===== src/design/bovl_pkg.sv =====
`default_nettype none
package bovl_pkg;

	localparam logic [1:0] MODE_INSERT = 2'd0;
	localparam logic [1:0] MODE_DELETE = 2'd1;
	localparam logic [1:0] MODE_MODIFY = 2'd2;
	localparam logic [1:0] MODE_SEARCH = 2'd3;

	localparam logic [1:0] ST_OK      = 2'd0;
	localparam logic [1:0] ST_FULL    = 2'd1;
	localparam logic [1:0] ST_MISSING = 2'd2;

	localparam logic [4:0] CAP_RESET = 5'd16;

	typedef struct packed {
		logic       load;
		logic       rd_front;
		logic       walk;
		logic       scan_next;
		logic       ins_wr;
		logic       mod_wr;
		logic       del_wr;
		logic       out_load;
		logic [1:0] out_status;
	} cmd_t;

	typedef struct packed {
		logic front_null;
		logic full;
		logic hit;
		logic walk_last;
		logic slot_free;
		logic out_free;
	} stat_t;

endpackage
`default_nettype wire


===== src/design/bovl_ram.sv =====
`default_nettype none
module bovl_ram #(
	parameter int WIDTH = 8,
	parameter int DEPTH = 16
) (
	input  wire logic                                    clk,
	input  wire logic                                    wr_en,
	input  wire logic [((DEPTH > 1) ? $clog2(DEPTH) : 1)-1:0] wr_addr,
	input  wire logic [WIDTH-1:0]                        wr_data,
	input  wire logic                                    rd_en,
	input  wire logic [((DEPTH > 1) ? $clog2(DEPTH) : 1)-1:0] rd_addr,
	output logic      [WIDTH-1:0]                        rd_data
);

	logic [WIDTH-1:0] mem [DEPTH];
	logic [WIDTH-1:0] rd_data_q;

	always_ff @(posedge clk) begin
		if (wr_en) begin
			mem[wr_addr] <= wr_data;
		end
		if (rd_en) begin
			rd_data_q <= mem[rd_addr];
		end
	end

	assign rd_data = rd_data_q;

endmodule
`default_nettype wire


===== src/design/bovl_ctrl.sv =====
`default_nettype none
module bovl_ctrl (
	input  wire logic            clk,
	input  wire logic            arst_n,
	input  wire logic            in_valid,
	output logic                 in_ready,
	input  wire logic [1:0]      mode,
	input  wire bovl_pkg::stat_t stat,
	output bovl_pkg::cmd_t       cmd
);
	import bovl_pkg::*;

	localparam logic [1:0] S_IDLE = 2'd0;
	localparam logic [1:0] S_SCAN = 2'd1;
	localparam logic [1:0] S_WALK = 2'd2;
	localparam logic [1:0] S_FIN  = 2'd3;

	logic [1:0] state_q, state_d;
	logic [1:0] mode_q, mode_d;
	logic [1:0] fin_q, fin_d;

	always_ff @(posedge clk or negedge arst_n) begin
		if (!arst_n) begin
			state_q <= S_IDLE;
			mode_q  <= MODE_INSERT;
			fin_q   <= ST_OK;
		end else begin
			state_q <= state_d;
			mode_q  <= mode_d;
			fin_q   <= fin_d;
		end
	end

	assign in_ready = (state_q == S_IDLE);

	always_comb begin
		cmd     = '0;
		state_d = state_q;
		mode_d  = mode_q;
		fin_d   = fin_q;
		case (state_q)
			S_IDLE: begin
				if (in_valid) begin
					cmd.load = 1'b1;
					mode_d   = mode;
					if (mode == MODE_INSERT) begin
						if (stat.full) begin
							fin_d   = ST_FULL;
							state_d = S_FIN;
						end else begin
							state_d = S_SCAN;
						end
					end else if (stat.front_null) begin
						fin_d   = ST_MISSING;
						state_d = S_FIN;
					end else begin
						cmd.rd_front = 1'b1;
						state_d      = S_WALK;
					end
				end
			end
			S_SCAN: begin
				if (stat.slot_free) begin
					cmd.ins_wr = 1'b1;
					fin_d      = ST_OK;
					state_d    = S_FIN;
				end else begin
					cmd.scan_next = 1'b1;
				end
			end
			S_WALK: begin
				if (stat.hit) begin
					case (mode_q)
						MODE_MODIFY: cmd.mod_wr = 1'b1;
						MODE_DELETE: cmd.del_wr = 1'b1;
						default: ;
					endcase
					fin_d   = ST_OK;
					state_d = S_FIN;
				end else if (stat.walk_last) begin
					fin_d   = ST_MISSING;
					state_d = S_FIN;
				end else begin
					cmd.walk = 1'b1;
				end
			end
			S_FIN: begin
				if (stat.out_free) begin
					cmd.out_load   = 1'b1;
					cmd.out_status = fin_q;
					state_d        = S_IDLE;
				end
			end
			default: state_d = S_IDLE;
		endcase
	end

endmodule
`default_nettype wire


===== src/design/bovl_dp.sv =====
`default_nettype none
module bovl_dp #(
	parameter int MAX_ENTRIES = 16
) (
	input  wire logic               clk,
	input  wire logic               arst_n,
	input  wire logic               cfg_wr_en,
	input  wire logic [4:0]         cfg_wr_data,
	input  wire logic signed [31:0] key,
	input  wire logic signed [31:0] new_value,
	input  wire logic               out_ready,
	output logic                    out_valid,
	output logic [1:0]              status,
	output logic [4:0]              entry_total,
	input  wire bovl_pkg::cmd_t     cmd,
	output bovl_pkg::stat_t         stat
);
	import bovl_pkg::*;

	localparam int IW = (MAX_ENTRIES > 1) ? $clog2(MAX_ENTRIES) : 1;
	localparam int LW = $clog2(MAX_ENTRIES + 1);
	localparam int CW = LW;
	localparam int WW = 32 + LW;
	localparam logic [LW-1:0] LINK_NULL = LW'(MAX_ENTRIES);

	logic [4:0]             cap_q;
	logic [LW-1:0]          front_q;
	logic [MAX_ENTRIES-1:0] in_use_q;
	logic [CW-1:0]          count_q;
	logic                   out_valid_q;
	logic [1:0]             status_q;
	logic [4:0]             total_q;
	logic [31:0]            key_q;
	logic [31:0]            nval_q;
	logic [IW-1:0]          cur_q;
	logic [LW-1:0]          pred_q;
	logic [31:0]            pred_val_q;
	logic [CW-1:0]          steps_q;
	logic [IW-1:0]          scan_q;

	logic [CW-1:0] lim;
	logic          ram_we;
	logic [IW-1:0] ram_waddr;
	logic [WW-1:0] ram_wdata;
	logic          ram_re;
	logic [IW-1:0] ram_raddr;
	logic [WW-1:0] ram_rdata;
	logic [31:0]   rd_val;
	logic [LW-1:0] rd_nxt;

	assign rd_val = ram_rdata[WW-1:LW];
	assign rd_nxt = ram_rdata[LW-1:0];

	always_comb begin
		if ({27'd0, cap_q} >= 32'(MAX_ENTRIES)) begin
			lim = CW'(MAX_ENTRIES);
		end else begin
			lim = CW'(cap_q);
		end
	end

	assign stat.front_null = (front_q == LINK_NULL);
	assign stat.full       = (count_q >= lim);
	assign stat.hit        = (rd_val == key_q);
	assign stat.walk_last  = (rd_nxt == LINK_NULL) || (steps_q == CW'(MAX_ENTRIES - 1));
	assign stat.slot_free  = !in_use_q[scan_q];
	assign stat.out_free   = !out_valid_q || out_ready;

	// one word per entry: value and forward link; the walk tracks the predecessor
	assign ram_we = cmd.ins_wr || cmd.mod_wr || (cmd.del_wr && (pred_q != LINK_NULL));

	always_comb begin
		if (cmd.ins_wr) begin
			ram_waddr = scan_q;
			ram_wdata = {nval_q, front_q};
		end else if (cmd.mod_wr) begin
			ram_waddr = cur_q;
			ram_wdata = {nval_q, rd_nxt};
		end else begin
			ram_waddr = pred_q[IW-1:0];
			ram_wdata = {pred_val_q, rd_nxt};
		end
	end

	assign ram_re    = cmd.rd_front || cmd.walk;
	assign ram_raddr = cmd.rd_front ? front_q[IW-1:0] : rd_nxt[IW-1:0];

	bovl_ram #(
		.WIDTH(WW),
		.DEPTH(MAX_ENTRIES)
	) u_store (
		.clk    (clk),
		.wr_en  (ram_we),
		.wr_addr(ram_waddr),
		.wr_data(ram_wdata),
		.rd_en  (ram_re),
		.rd_addr(ram_raddr),
		.rd_data(ram_rdata)
	);

	always_ff @(posedge clk or negedge arst_n) begin
		if (!arst_n) begin
			cap_q       <= CAP_RESET;
			front_q     <= LINK_NULL;
			in_use_q    <= '0;
			count_q     <= '0;
			out_valid_q <= 1'b0;
		end else begin
			if (cfg_wr_en) begin
				cap_q <= cfg_wr_data;
			end
			if (cmd.ins_wr) begin
				front_q          <= LW'(scan_q);
				in_use_q[scan_q] <= 1'b1;
				count_q          <= count_q + CW'(1);
			end
			if (cmd.del_wr) begin
				if (pred_q == LINK_NULL) begin
					front_q <= rd_nxt;
				end
				in_use_q[cur_q] <= 1'b0;
				if (count_q != '0) begin
					count_q <= count_q - CW'(1);
				end
			end
			if (cmd.out_load) begin
				out_valid_q <= 1'b1;
			end else if (out_ready) begin
				out_valid_q <= 1'b0;
			end
		end
	end

	always_ff @(posedge clk) begin
		if (cmd.load) begin
			key_q   <= key;
			nval_q  <= new_value;
			cur_q   <= front_q[IW-1:0];
			pred_q  <= LINK_NULL;
			steps_q <= '0;
			scan_q  <= '0;
		end
		if (cmd.walk) begin
			pred_q     <= LW'(cur_q);
			pred_val_q <= rd_val;
			cur_q      <= rd_nxt[IW-1:0];
			steps_q    <= steps_q + CW'(1);
		end
		if (cmd.scan_next) begin
			scan_q <= scan_q + IW'(1);
		end
		if (cmd.out_load) begin
			status_q <= cmd.out_status;
			total_q  <= 5'(count_q);
		end
	end

	assign out_valid   = out_valid_q;
	assign status      = status_q;
	assign entry_total = total_q;

endmodule
`default_nettype wire


===== src/design/bounded_ordered_value_list_unit.sv =====
// Insert scans the slots upward from zero to the lowest free one; a full list is refused without a scan.
// Delete, modify and search walk the list from the front, one store read a cycle, to a hit or the list end.
// One request is in flight at a time.
// The result register lets the next request be taken while a result waits.
// Reset: list empty, count zero, capacity 16; store contents are left undefined.
`default_nettype none
module bounded_ordered_value_list_unit #(
	parameter int MAX_ENTRIES = 16
) (
	input  wire logic               clk,
	input  wire logic               arst_n,
	input  wire logic               cfg_wr_en,
	input  wire logic [4:0]         cfg_wr_data,
	input  wire logic               in_valid,
	output logic                    in_ready,
	input  wire logic [1:0]         mode,
	input  wire logic signed [31:0] key,
	input  wire logic signed [31:0] new_value,
	output logic                    out_valid,
	input  wire logic               out_ready,
	output logic [1:0]              status,
	output logic [4:0]              entry_total
);
	import bovl_pkg::*;

	cmd_t  cmd;
	stat_t stat;

	bovl_ctrl u_ctrl (
		.clk     (clk),
		.arst_n  (arst_n),
		.in_valid(in_valid),
		.in_ready(in_ready),
		.mode    (mode),
		.stat    (stat),
		.cmd     (cmd)
	);

	bovl_dp #(
		.MAX_ENTRIES(MAX_ENTRIES)
	) u_dp (
		.clk        (clk),
		.arst_n     (arst_n),
		.cfg_wr_en  (cfg_wr_en),
		.cfg_wr_data(cfg_wr_data),
		.key        (key),
		.new_value  (new_value),
		.out_ready  (out_ready),
		.out_valid  (out_valid),
		.status     (status),
		.entry_total(entry_total),
		.cmd        (cmd),
		.stat       (stat)
	);

	a_ins_free_slot: assert property (@(posedge clk) disable iff (!arst_n)
		cmd.ins_wr |-> stat.slot_free)
		else $error("insert into a slot in use");

	a_walk_no_stop: assert property (@(posedge clk) disable iff (!arst_n)
		cmd.walk |-> (!stat.hit && !stat.walk_last))
		else $error("walk advanced past a hit or list end");

	a_one_update: assert property (@(posedge clk) disable iff (!arst_n)
		$onehot0({cmd.ins_wr, cmd.mod_wr, cmd.del_wr, cmd.out_load}))
		else $error("overlapping list updates");

	a_out_slot: assert property (@(posedge clk) disable iff (!arst_n)
		cmd.out_load |-> stat.out_free)
		else $error("result overwrote a pending result");

endmodule
`default_nettype wire


===== config.mk =====
export PLATFORM = sky130hd
export DESIGN_NAME = bounded_ordered_value_list_unit
export DESIGN_NICKNAME = d
export VERILOG_FILES = /design/src/design/bovl_pkg.sv /design/src/design/bovl_ram.sv /design/src/design/bovl_ctrl.sv /design/src/design/bovl_dp.sv /design/src/design/bounded_ordered_value_list_unit.sv
export SDC_FILE = /design/constraint.sdc
export NUM_CORES = 1
export LEC_CHECK = 0
export BUFFER_PORTS_ARGS = -buffer_cell sky130_fd_sc_hd__buf_4
export CAP_MARGIN = 20
export CORE_ASPECT_RATIO = 1.1
export CORE_MARGIN = 1
export CORE_UTILIZATION = 40
export DETAILED_ROUTE_END_ITERATION = 12
export SYNTH_ARGS = -nofsm -noshare
export SYNTH_HDL_FRONTEND = slang
export SYNTH_HIERARCHICAL = 1
export SYNTH_SLANG_ARGS = --single-unit

===== constraint.sdc =====
create_clock -name clk -period 8.1 [get_ports clk]
set_input_delay 1.62 -clock clk [delete_from_list [all_inputs] [get_ports clk]]
set_output_delay 1.62 -clock clk [all_outputs]
set_load 0.02 [all_outputs]

# Word-level counts from Yosys, hierarchy flattened
# Memory sizes are Yosys's and may differ from the RTL's. A register that Yosys moved wholly into a read port is not among the register bits.
# Cells that the tools add are included.
word_totals:
  regBits: 159
  mem_bits_rw: 592
  in_bits: 76
  output_inout_bits: 9
  elab_cells: 134
  mem_count: 1
op_classes:
  n_addsub: 4
  magnitude_cmp: 6
  n_eq_ne: 17
  muxes: 65
  bitwise: 3
  reduce_logical: 20
memory_table:
  columns: ["name", "depth", "word_bits", "read_ports", "rd_ports_with_merged_regs", "write_ports", "line_no", "source"]
  rows:
  - ["u_dp.u_store.mem", 16, 37, 1, 1, 1, "bovl_ram.sv:15", "logic [WIDTH-1:0] mem [DEPTH];"]
ops:
  columns: ["op", "count"]
  rows:
  - ["$mux W37", 2]
  - ["$mux W5", 9]
  - ["$mux W2", 19]
  - ["$mux W4", 9]
  - ["$eq A32 B32 Y1", 1]
  - ["$mux W16", 2]
  - ["$mux W1", 17]
  - ["$and A16 B16 Y16", 1]
  - ["$not A16 Y16", 1]
  - ["$or A16 B16 Y16", 1]
  - ["$eq A5 B5 Y1 const B", 3]
  - ["$add A5 B1 Y5 const B", 2]
  - ["$lt A4 B5 Y1 const B", 2]
  - ["$demux W1 S4", 2]
  - ["$ge A4 B1 Y1 const B", 2]
  - ["$pmux W2 S4", 1]
  - ["$eq A2 B2 Y1 const B", 3]
  - ["$mux W3", 2]
  - ["$ne A2 B2 Y1 const B", 3]
  - ["$ne A3 B3 Y1 const B", 2]
  - ["$pmux W2 S3", 1]
  - ["$reduce_and A6 Y1", 1]
  - ["$reduce_bool A2 Y1", 3]
  - ["$eq A5 B4 Y1 const B", 1]
  - ["16 further kinds", 25]

# Depth between registers and ports, before layout
# Gate-level depths: netlist of run 1.
depth:
  word_depth: 8
  mapped_depth: 12
  depth_no_buf: 10

# Cells and area by module
# The synthesis of run 1 kept the hierarchy.
by_module_without_submodules:
  columns: ["mod", "instances", "cells_each", "area_per_inst_um2", "seq_area_each_um2"]
  rows:
  - ["bovl_ram", 1, 963, 23312.4, 18888.1]
  - ["bovl_dp", 1, 437, 6601.3, 4426.7]
  - ["bovl_ctrl", 1, 48, 449.2, 150.1]

# Worst setup path after synthesis of run 1
# Ideal clock, no wire load.
synth_timing:
  path_kind: "flip-flop to flip-flop"
  start: "register u_dp.scan_q[0]"
  end: "memory u_dp/u_store/mem[0][0] (netlist bit), enable pin"
  setup_ns: 0.477
  arrival_ns: 5.286
  t_required_ns: 7.623
  setup_slack_ns: 2.336
  path_stages_with_launch: 11
  path_buffers: 3
  synth_period_minus_slack_ns: 5.764
  cell_sequence: "edfxtp_1 > buf_6 > mux4_1 > a22o_1 > a221oi_2 > and2_1 > clkbuf_1 > clkbuf_1 > o21ai_0 > or3b_2 > nor3_1"
synth_lines:
  columns: ["element", "line_no", "source"]
  rows:
  - ["from (decl)", "bovl_dp.sv:39", "logic [IW-1:0] scan_q;"]
  - ["from (signal assigned)", "bovl_dp.sv:150", "scan_q <= scan_q + IW'(1);"]
  - ["to (decl)", "bovl_ram.sv:15", null]

==> results of run 1 <==
==> stage by stage <==
step | setup WS, ps | std cells | utilization, % | cell area (um^2) | hold slack (ps)
after global placement | 2360 | 2468 | 43.2 | 32300 | 452
after detailed placement | 2120 | 2468 | 43.2 | 32300 | 455
after global routing | 1700 | 2612 | 46.6 | 34900 | 477
final | 2100 | 2612 | 46.6 | 34900 | 469
after CTS | 2120 | 2612 | 46.6 | 34900 | 469
after floorplan | 2340 | 1448 | - | 30400 | 447
==> power by group through the flow <==
stage | registers [mW] | clock network, mW | logic [mW]
after floorplan | 6.14 | 0 | 2.79
after global placement | 6.26 | 0 | 4.13
after detailed placement | 6.27 | 0 | 4.18
after CTS | 6.20 | 3.68 | 4.20
after global routing | 6.26 | 3.84 | 4.46
final | 6.20 | 3.60 | 4.15
==> metal layers <==
| layer | vias up | GRT usage [%] |
|---|---|---|
| met2 | 574 | 28.9 |
| met3 | 102 | 3.95 |
| met1 | 8014 | 27.1 |
| met4 | 0 | 6.26 |
| met5 | - | 0 |
| li1 | 6242 | - |
==> sequential cells by signal (all words and copies together) (netlist names), 16 cells and up <==
name / count
u_dp/key_q: 32
u_dp/in_use_q: 16
u_dp/pred_val_q: 32
u_dp/nval_q: 32
u_dp/u_store/mem: 592
u_dp/u_store/rd_data: 37
==> final timing paths <==
kind / from / to / cells past startpoint
min in group asynchronous: arst_n / u_ctrl/state_q[0] / 1
setup reg to reg: u_dp/u_store/rd_data[32] / u_dp/u_store/mem[11][7] / 11
hold reg to reg: u_dp/u_store/rd_data[36] / u_dp/pred_val_q[31] / 0
hold / removal: u_dp/u_store/rd_data[36] / u_dp/pred_val_q[31] / 0
max in group asynchronous: arst_n / u_dp/front_q[4] / 1
setup / recovery: u_dp/u_store/rd_data[32] / u_dp/u_store/mem[11][7] / 11
==> final cells by class <==
class / count / area (um^2)
clock buffers: 98 / 2150
inverters: 16 / 61.3
repair buffers: 119 / 931
clock inverters: 46 / 387
flip-flops and latches: 788 / 23500
multi-input cells: 582 / 6690
fillers: 6227 / 40000
well taps: 963 / 1200
==> placed cells by master, fill, tap and decap left out, drive strengths merged, types with 5 or more instances in the layout <==
master and count:
inv 17, clkbuf 98, mux2 54, buf 119, nand2 61, mux4 152
xor2 35, edfxtp 749, o22a 6, nor2b 9, and2 16, nand2b 15
xnor2 5, mux2i 6, a21oi 9, nand3 7, a31oi 20, nor3 9
a22oi 74, o21ai 10, clkinv 37, ha 18, dfrtp 36, bufinv 6
nor2 37, nor4 10
==> logic make-up after synthesis <==
group / synth area share, %
DFF: 77.3
muxes: 13.5
and+or+nand+nor: 3.01
AOI/OAI and AO/OA: 3.02
buffers and inverters: 1.28
xor gates and xnor gates: 1.15
adders and majority gates: 0.742
==> out/metrics.yaml, run 1 <==
top_layer: "met4"
power_switching_mw: 4.47
grt_max_degree: 115
cp_max_fo: 22
worstSetupPathType: "flip-flop to flip-flop"
final_nets: 1684
dieHeight_um: 291
first_iter_violations: 1577
gr-total-overflow: 0
wl_met2_um: 33800
antenna_found_initial: 3
critPathLaunchType: "flip-flop"
hold_class: "flip-flop to flip-flop"
crit_buf_inv: 1
top_level_ports: 85
status: "finished clean"
cts_resized: 0
wl_met1_um: 31100
grt_pass1_wl_um: 105000
drv_cap: 0
postRouteAntennaNets: 0
vias_per_cell: 5.72
routabilityCongestion: 0.776
p_comb_share_pct: 29.8
area_growth_pct: 14.9
fmax_ghz: 0.167
ys_async_sr_fraction_pct: 4.82
finalMaxSlewViolations: 0
avgRoutedWirePerCell_um: 27.5
synthesis.area_um2: 30400
synth_top_area_share_pct: 74.1
initial_core_util_pct: 40.5
vias: 14932
yosysWarnings: 6
synth_area_leader_cell: "edfxtp_1"
ys.flop_type: "edfxtp_1"
hold_violations: 0
swShare_pct: 32.1
crit_path_frequent_cell: "nand2_1"
yosysSeqAreaShare_pct: 77.3
cts.clk_slew.worst_paths_ps: 60
fin_skew_ps: 27.4
portBuffers: 84
cts_tree: "done"
cp.required_ps: 8400
grt_pass1_vias: 15320
fin_tns_setup_ps: 0
synth_fp_nets: 1542
tritoncts.num_buffers: 83
synth.avg_cell_area_um2: 21.0
postCtsSetupRepairBufs: 0
crit_path_max_incr_delay_ps: 970
cts.sinks: 788
rsz0062_at_grt: "no"
r2r_slack_ps: 2100
row_count: 105
drive_gt1_share_pct: 28.3
period_share_pct: 74.0
synth_cell_types: 49
drc: 0
htreeDepth: 3
wl_met3_um: 5350
internal_power_mw: 9.48
p_leak_nw: 11.4
arrival_ps: 6300
power.density_nw_per_um2: 400
synth_common_cells: "749 x edfxtp_1, 149 x mux4_2, 74 x a22oi_1, 61 x nand2_1, 52 x mux2_2"
dp_hpwl_um: 40300
die_x_um: 265
p_seq_share_pct: 44.4
pwr-share-clk_pct: 25.8
crit_chain: "xor2_1 -> nor4_1 -> nand4_1 -> nor2_1 -> nand2_1 -> nor3b_1 -> mux2i_1 -> o21ai_0 -> nand2_1 -> nor2_4 -> buf_4"
dieArea_um2: 77000
netlist_top_cells_area: "edfxtp_1 74%, mux4_2 11%, dfrtp_1 3.0%"
coreArea_um2: 74900
path_delay_family: "simple AND/OR/NAND/NOR gates"
ys_ff_latch: 788
worst_pin_slew_ps: 1120
synth_edf_count: 749
cts_hold_buf: 0
ir_drop_uv: 359
clk_latency_ps: 620
period_needed_ps: 6000
setup_viol_count_final: 0
cts.path.max_buffers: 3
maxSlewHeadroom_pct: 24.9
synth_most_common_cell: "edfxtp_1"
firstDrtPassIters: 5
slowest_stage: "nor2_4"
postRouteWirelength_um: 71900
worstSetupEndpointType: "flip-flop"
diodes: 0
cts_root_buf: "clkbuf_16"
p_total_mw: 14.0
track_usage_pct: 18.9
syn-instance-count: 1448
No activity file was read; power rests on OpenSTA's default activity.
==> run 2, diff against run 1 <==
Settings changed: ABC_AREA from default to 1.
Clock period 8.1 ns to 5 ns, I/O delays scaled along.
==> run 2 against run 1 <==
  * Die area grew 12%
  * Flip-flop and latch count is the same
  * Combinational power grew 99%
  * Largest cell class unchanged
==> out/metrics.yaml, run 2 <==
ir_drop_uv: 630
final_core_util_pct: 46.2
yosys.area_share.simple_pct: 18.9
setup_viol_count_final: 0
tritoncts.num_buffers: 85
synth_most_common_cell: "nand2_1"
grt_pass1_wl_um: 123000
synth_cell_types: 41
gr-total-overflow: 0
p_comb_share_pct: 34.7
htreeDepth: 3
synthMuxAreaShare_pct: 1.16
ys_async_sr_fraction_pct: 4.82
cts.clk_slew.worst_paths_ps: 60
top_level_ports: 85
synth_top_area_share_pct: 66.1
synth-adder-area-share_pct: 0.662
crit_chain: "nor2_1 -> nor2_1 -> nor2_1 -> nand2_1 -> nor2_1 -> nand2_1 -> nor2_1 -> buf_4 -> nand2_1 -> nor3_1 -> buf_4 -> o21ai_0 -> o21ai_0 -> nand3b_1 -> nor2_4 -> buf_4"
crit_path_frequent_cell: "nor2_1"
final_nets: 3384
path_delay_family: "simple AND/OR/NAND/NOR gates"
critPathLaunchType: "flip-flop"
track_usage_pct: 18.7
yosysSeqAreaShare_pct: 68.9
hold_class: "input pin to asynchronous set/reset pin"
clk_latency_ps: 630
crit_buf_inv: 3
avgRoutedWirePerCell_um: 17.8
arrival_ps: 4660
p_seq_share_pct: 40.5
fmax_ghz: 0.227
cts.sinks: 788
portBuffers: 84
ff2ff_path_depth: 16
die_x_um: 280
nFillCells: 7540
pwr-share-clk_pct: 24.8
rsz0062_at_grt: "no"
antenna_found_initial: 0
netlist_top_cells_area: "edfxtp_1 66%, nand2_1 11%, nand3_1 6.8%"
largest_reg_flops: 592
status: "finished clean"
dieArea_um2: 86300
worstSetupEndpointType: "flip-flop"
synthesis.area_um2: 34000
syn-instance-count: 3189
vias_per_cell: 4.83
cts_tree: "done"
ys_ff_latch: 788
drive_gt1_share_pct: 10.1
postRouteAntennaNets: 0
fin_skew_ps: 25.5
power.density_nw_per_um2: 616
period_share_pct: 88.0
period_needed_ps: 4400
synth.avg_cell_area_um2: 10.7
postRouteWirelength_um: 79700
synth_top_family_by_area: "simple AND/OR/NAND/NOR gates"
power_switching_mw: 8.99
top_register: "u_dp/u_store/mem"
row_count: 111
synth_common_cells: "970 x nand2_1, 749 x edfxtp_1, 570 x inv_1, 464 x nand3_1, 94 x nor2_1"
diodes: 0
maxSlewHeadroom_pct: 28.5
finalWorstSetupSlack_ps: 601
swShare_pct: 37.7
area_growth_pct: 13.7
dieHeight_um: 308
coreArea_um2: 83700
synth_fp_nets: 3283
synth-xor-area-share_pct: 0.180
firstDrtPassIters: 5
cp_max_fo: 24
fin_tns_setup_ps: 0
slowest_stage: "nor2_1"
first_iter_violations: 1700
final_common_cell: "nand2_1"
r2r_slack_ps: 600
routabilityCongestion: 0.810
place_ws_ps: 541
finalMaxSlewViolations: 0
reg2reg_to: "u_dp/u_store/mem[6][17]"
worstSetupPathType: "flip-flop to flip-flop"
cts_resized: 0
p_leak_nw: 16.4
r2r-start: "u_dp/u_store/rd_data[18]"
final_cell_mix: "970 x nand2_1, 749 x edfxtp_1, 567 x inv_1"
synth_edf_count: 749
grt_pass1_vias: 21321
drv_cap: 0
cts_root_buf: "clkbuf_16"
internal_power_mw: 14.9
drc: 0
crit_path_max_incr_delay_ps: 580
dp_hpwl_um: 43500
hold_violations: 0
ys.flop_type: "edfxtp_1"
grt_max_degree: 149
cts.path.max_buffers: 3
vias: 21675
postCtsSetupRepairBufs: 0
worst_pin_slew_ps: 1070
cts_hold_buf: 0
initial_core_util_pct: 40.6
synth_compound_area_share_pct: 1.32
synth_area_leader_cell: "edfxtp_1"
p_total_mw: 23.9
cp.required_ps: 5260
fin_hold_ws_ps: 368
yosysWarnings: 6
-- run 2: cells by family (layout without fill, tap and decap cells) --
| logic type | count (synthesis) | in the layout |
|---|---|---|
| mux | 35 | 35 |
| compound gates | 86 | 86 |
| buf+inv | 708 | 874 |
| xor+xnor | 7 | 7 |
| simple gates | 1547 | 1547 |
| flops | 788 | 788 |
| fa+ha+maj | 18 | 18 |
-- run 2: layout make-up --
cell class | instances | area (um^2) | area share, %
inverters | 574 | 2170 | 5.60
clock buffers | 102 | 2250 | 5.82
clock inverters | 50 | 348 | 0.898
flip-flops and latches | 788 | 23500 | 60.6
repair buffers | 148 | 1340 | 3.45
well taps | 1130 | 1410 | 3.65
multi-input cells | 1693 | 7740 | 20.0
-- run 2: worst max-delay path by stage --
stage,from,to,depth (start not counted)
CTS,u_dp/u_store/rd_data[18],u_dp/u_store/mem[7][19],16
detailed placement,u_dp/u_store/rd_data[18],u_dp/u_store/mem[6][19],16
global route,u_dp/u_store/rd_data[18],u_dp/u_store/mem[6][20],16
floorplan,u_dp/u_store/rd_data[26],u_dp/u_store/mem[12][0],14
finish,u_dp/u_store/rd_data[18],u_dp/u_store/mem[6][17],16
global placement,u_dp/u_store/rd_data[18],u_dp/u_store/mem[11][15],16
-- run 2: per-stage QoR --
step / cells / cell area (um^2)
4_1_cts: 4483 / 38700
5_1_grt: 4485 / 38700
3_5_place_dp: 4331 / 36100
2_1_floorplan: 3189 / 34000
6_report: 4485 / 38700
3_3_place_gp: 4331 / 36100
-- run 2: routing by layer --
| layer | part of all wire, % | GRT usage [%] |
|---|---|---|
| met1 | 43 | 24.6 |
| met2 | 48 | 31.2 |
| met3 | 5.9 | 2.94 |
| met4 | 2.8 | 6.89 |
| met5 | 0 | 0 |
-- run 2: power by group through the flow --
stage	registers [mW]	clock network [mW]	logic (mW)
after global routing	9.77	6.29	9.22
after global placement	9.80	0	8.25
after floorplan	9.71	0	5.66
after CTS	9.68	6.05	8.36
after detailed placement	9.81	0	8.31
final	9.67	5.92	8.27
==> run 3, diff against run 2 <==
Settings changed: REMOVE_ABC_BUFFERS from default to 1.
Clock period 5 ns to 3.6 ns, I/O delays scaled along.
==> run 3 against run 2 <==
  * Global-route usage up 0.97 points
  * Via count up 1.3%
  * Clock-buffer cell count up 4
  * Critical endpoint is now u_dp/u_store/mem[3][7]
  * Largest cell class unchanged
  * Largest power group unchanged
  * Highest routed layer unchanged
==> out/metrics.yaml, run 3 (synthesis results as in run 2) <==
fmax_ghz: 0.298
path_delay_family: "simple AND/OR/NAND/NOR gates"
ir_drop_uv: 710
drc: 0
firstDrtPassIters: 5
worst_pin_slew_ps: 783
top_register: "u_dp/u_store/mem"
cts.path.max_buffers: 3
row_count: 111
fin_hold_ws_ps: 39.4
postRouteWirelength_um: 84700
dp_hpwl_um: 49400
portBuffers: 84
track_usage_pct: 19.7
period_share_pct: 93.4
hold_class: "input pin to asynchronous set/reset pin"
cts_root_buf: "clkbuf_16"
maxSlewHeadroom_pct: 47.8
avgRoutedWirePerCell_um: 18.8
cp.required_ps: 3920
final_cell_mix: "966 x nand2_1, 749 x edfxtp_1, 567 x inv_1"
largest_reg_flops: 592
nFillCells: 7589
final_common_cell: "nand2_1"
gr-total-overflow: 0
arrival_ps: 3680
cts.sinks: 788
dieArea_um2: 86300
postCtsSetupRepairBufs: 0
grt_max_degree: 88
vias: 21947
p_leak_nw: 16.6
grt_pass1_vias: 21178
cts_hold_buf: 0
final_nets: 3406
htreeDepth: 3
first_iter_violations: 1624
critPathLaunchType: "flip-flop"
drv_cap: 0
place_ws_ps: 84.8
crit_path_frequent_cell: "nand2_1"
setup_viol_count_final: 0
grt_pass1_wl_um: 128000
antenna_found_initial: 2
cts_tree: "done"
postRouteAntennaNets: 0
hold_violations: 0
power.density_nw_per_um2: 866
coreArea_um2: 83700
crit_path_max_incr_delay_ps: 410
top_level_ports: 85
vias_per_cell: 4.87
initial_core_util_pct: 40.6
cp-startpoint: "u_dp/u_store/rd_data[17]"
tritoncts.num_buffers: 86
worstSetupEndpointType: "flip-flop"
finalMaxSlewViolations: 0
drive_gt1_share_pct: 10.8
crit_chain: "nand2_1 -> nand2_1 -> nor2_1 -> nand2_1 -> nor2_1 -> nand2_1 -> nor2_1 -> nand2_1 -> nor3_1 -> buf_4 -> nand2_1 -> o21ai_0 -> o21ai_1 -> nor2_1 -> nand2_1 -> nor2_4 -> buf_12"
rsz0062_at_grt: "no"
die_x_um: 280
crit_buf_inv: 2
routabilityCongestion: 0.807
dieHeight_um: 308
status: "finished clean"
p_total_mw: 34.1
clk_latency_ps: 650
fin_skew_ps: 31.8
r2r-start: "u_dp/u_store/rd_data[17]"
cp_max_fo: 22
finalWorstSetupSlack_ps: 239
period_needed_ps: 3360
area_growth_pct: 15.5
cts.clk_slew.worst_paths_ps: 60
worstSetupPathType: "flip-flop to flip-flop"
slowest_stage: "edfxtp_1"
final_core_util_pct: 46.9
-- run 3: cell count changes in the layout (fill, tap and decap cells not counted), sizes merged --
cell | previous run | this run
buf | 148 | 169
clkinv | 43 | 35
clkbuf | 102 | 106
bufinv | 3 | 6
clkinvlp | 3 | 4
diode | 0 | 1
inv | 575 | 574
-- run 3: timing repair --
item	4_1_cts	5_1_grt
hold endpoints to repair	0	0
resized for setup	0	10
setup endpoints to repair	0	504
-- run 3: final timing paths --
path	slack [ps]	endpoint	cells past startpoint
worst max-delay path	240	u_dp/u_store/mem[3][7]	17
worst min-delay path	40	u_dp/out_valid	1
worst max register to register	240	u_dp/u_store/mem[3][7]	17
worst min register to register	470	u_dp/pred_val_q[18]	0
max in group asynchronous	3160	u_dp/in_use_q[0]	1
min in group clk	240	u_dp/key_q[16]	1
-- run 3: report_power, final --
| group | switching (mW) | total (mW) | internal, mW |
|---|---|---|---|
| combinational | 8.64 | 12.0 | 3.37 |
| sequential | 0.605 | 13.5 | 12.9 |
| clock | 3.61 | 8.55 | 4.94 |
| total | 12.8 | 34.1 | 21.2 |
-- run 3: final cells by class --
type | count | area, um^2 | area share, %
flip-flops and latches | 788 | 23500 | 59.7
clock buffers | 106 | 2280 | 5.80
well taps | 1130 | 1410 | 3.60
clock inverters | 45 | 442 | 1.12
inverters | 574 | 2170 | 5.51
repair buffers | 169 | 1780 | 4.53
diodes | 1 | 2.50 | 0.00637
multi-input cells | 1693 | 7750 | 19.7
-- run 3: metal layers --
layer,share of wire [%],GRT usage [%],wire length (um)
met5,0,0,0
met3,6.2,3.17,5290
met1,42,25.5,35300
met2,49,33.7,41900
met4,2.6,6.35,2170
-- run 3: stage by stage --
stage / TNS [ps] / instances / cell area (um^2)
floorplan: -1251410 / 3055 / 33200
global placement: 0 / 4354 / 36600
detailed placement: 0 / 4354 / 36600
CTS: 0 / 4505 / 39300
global route: 0 / 4505 / 39300
finish: 0 / 4506 / 39300
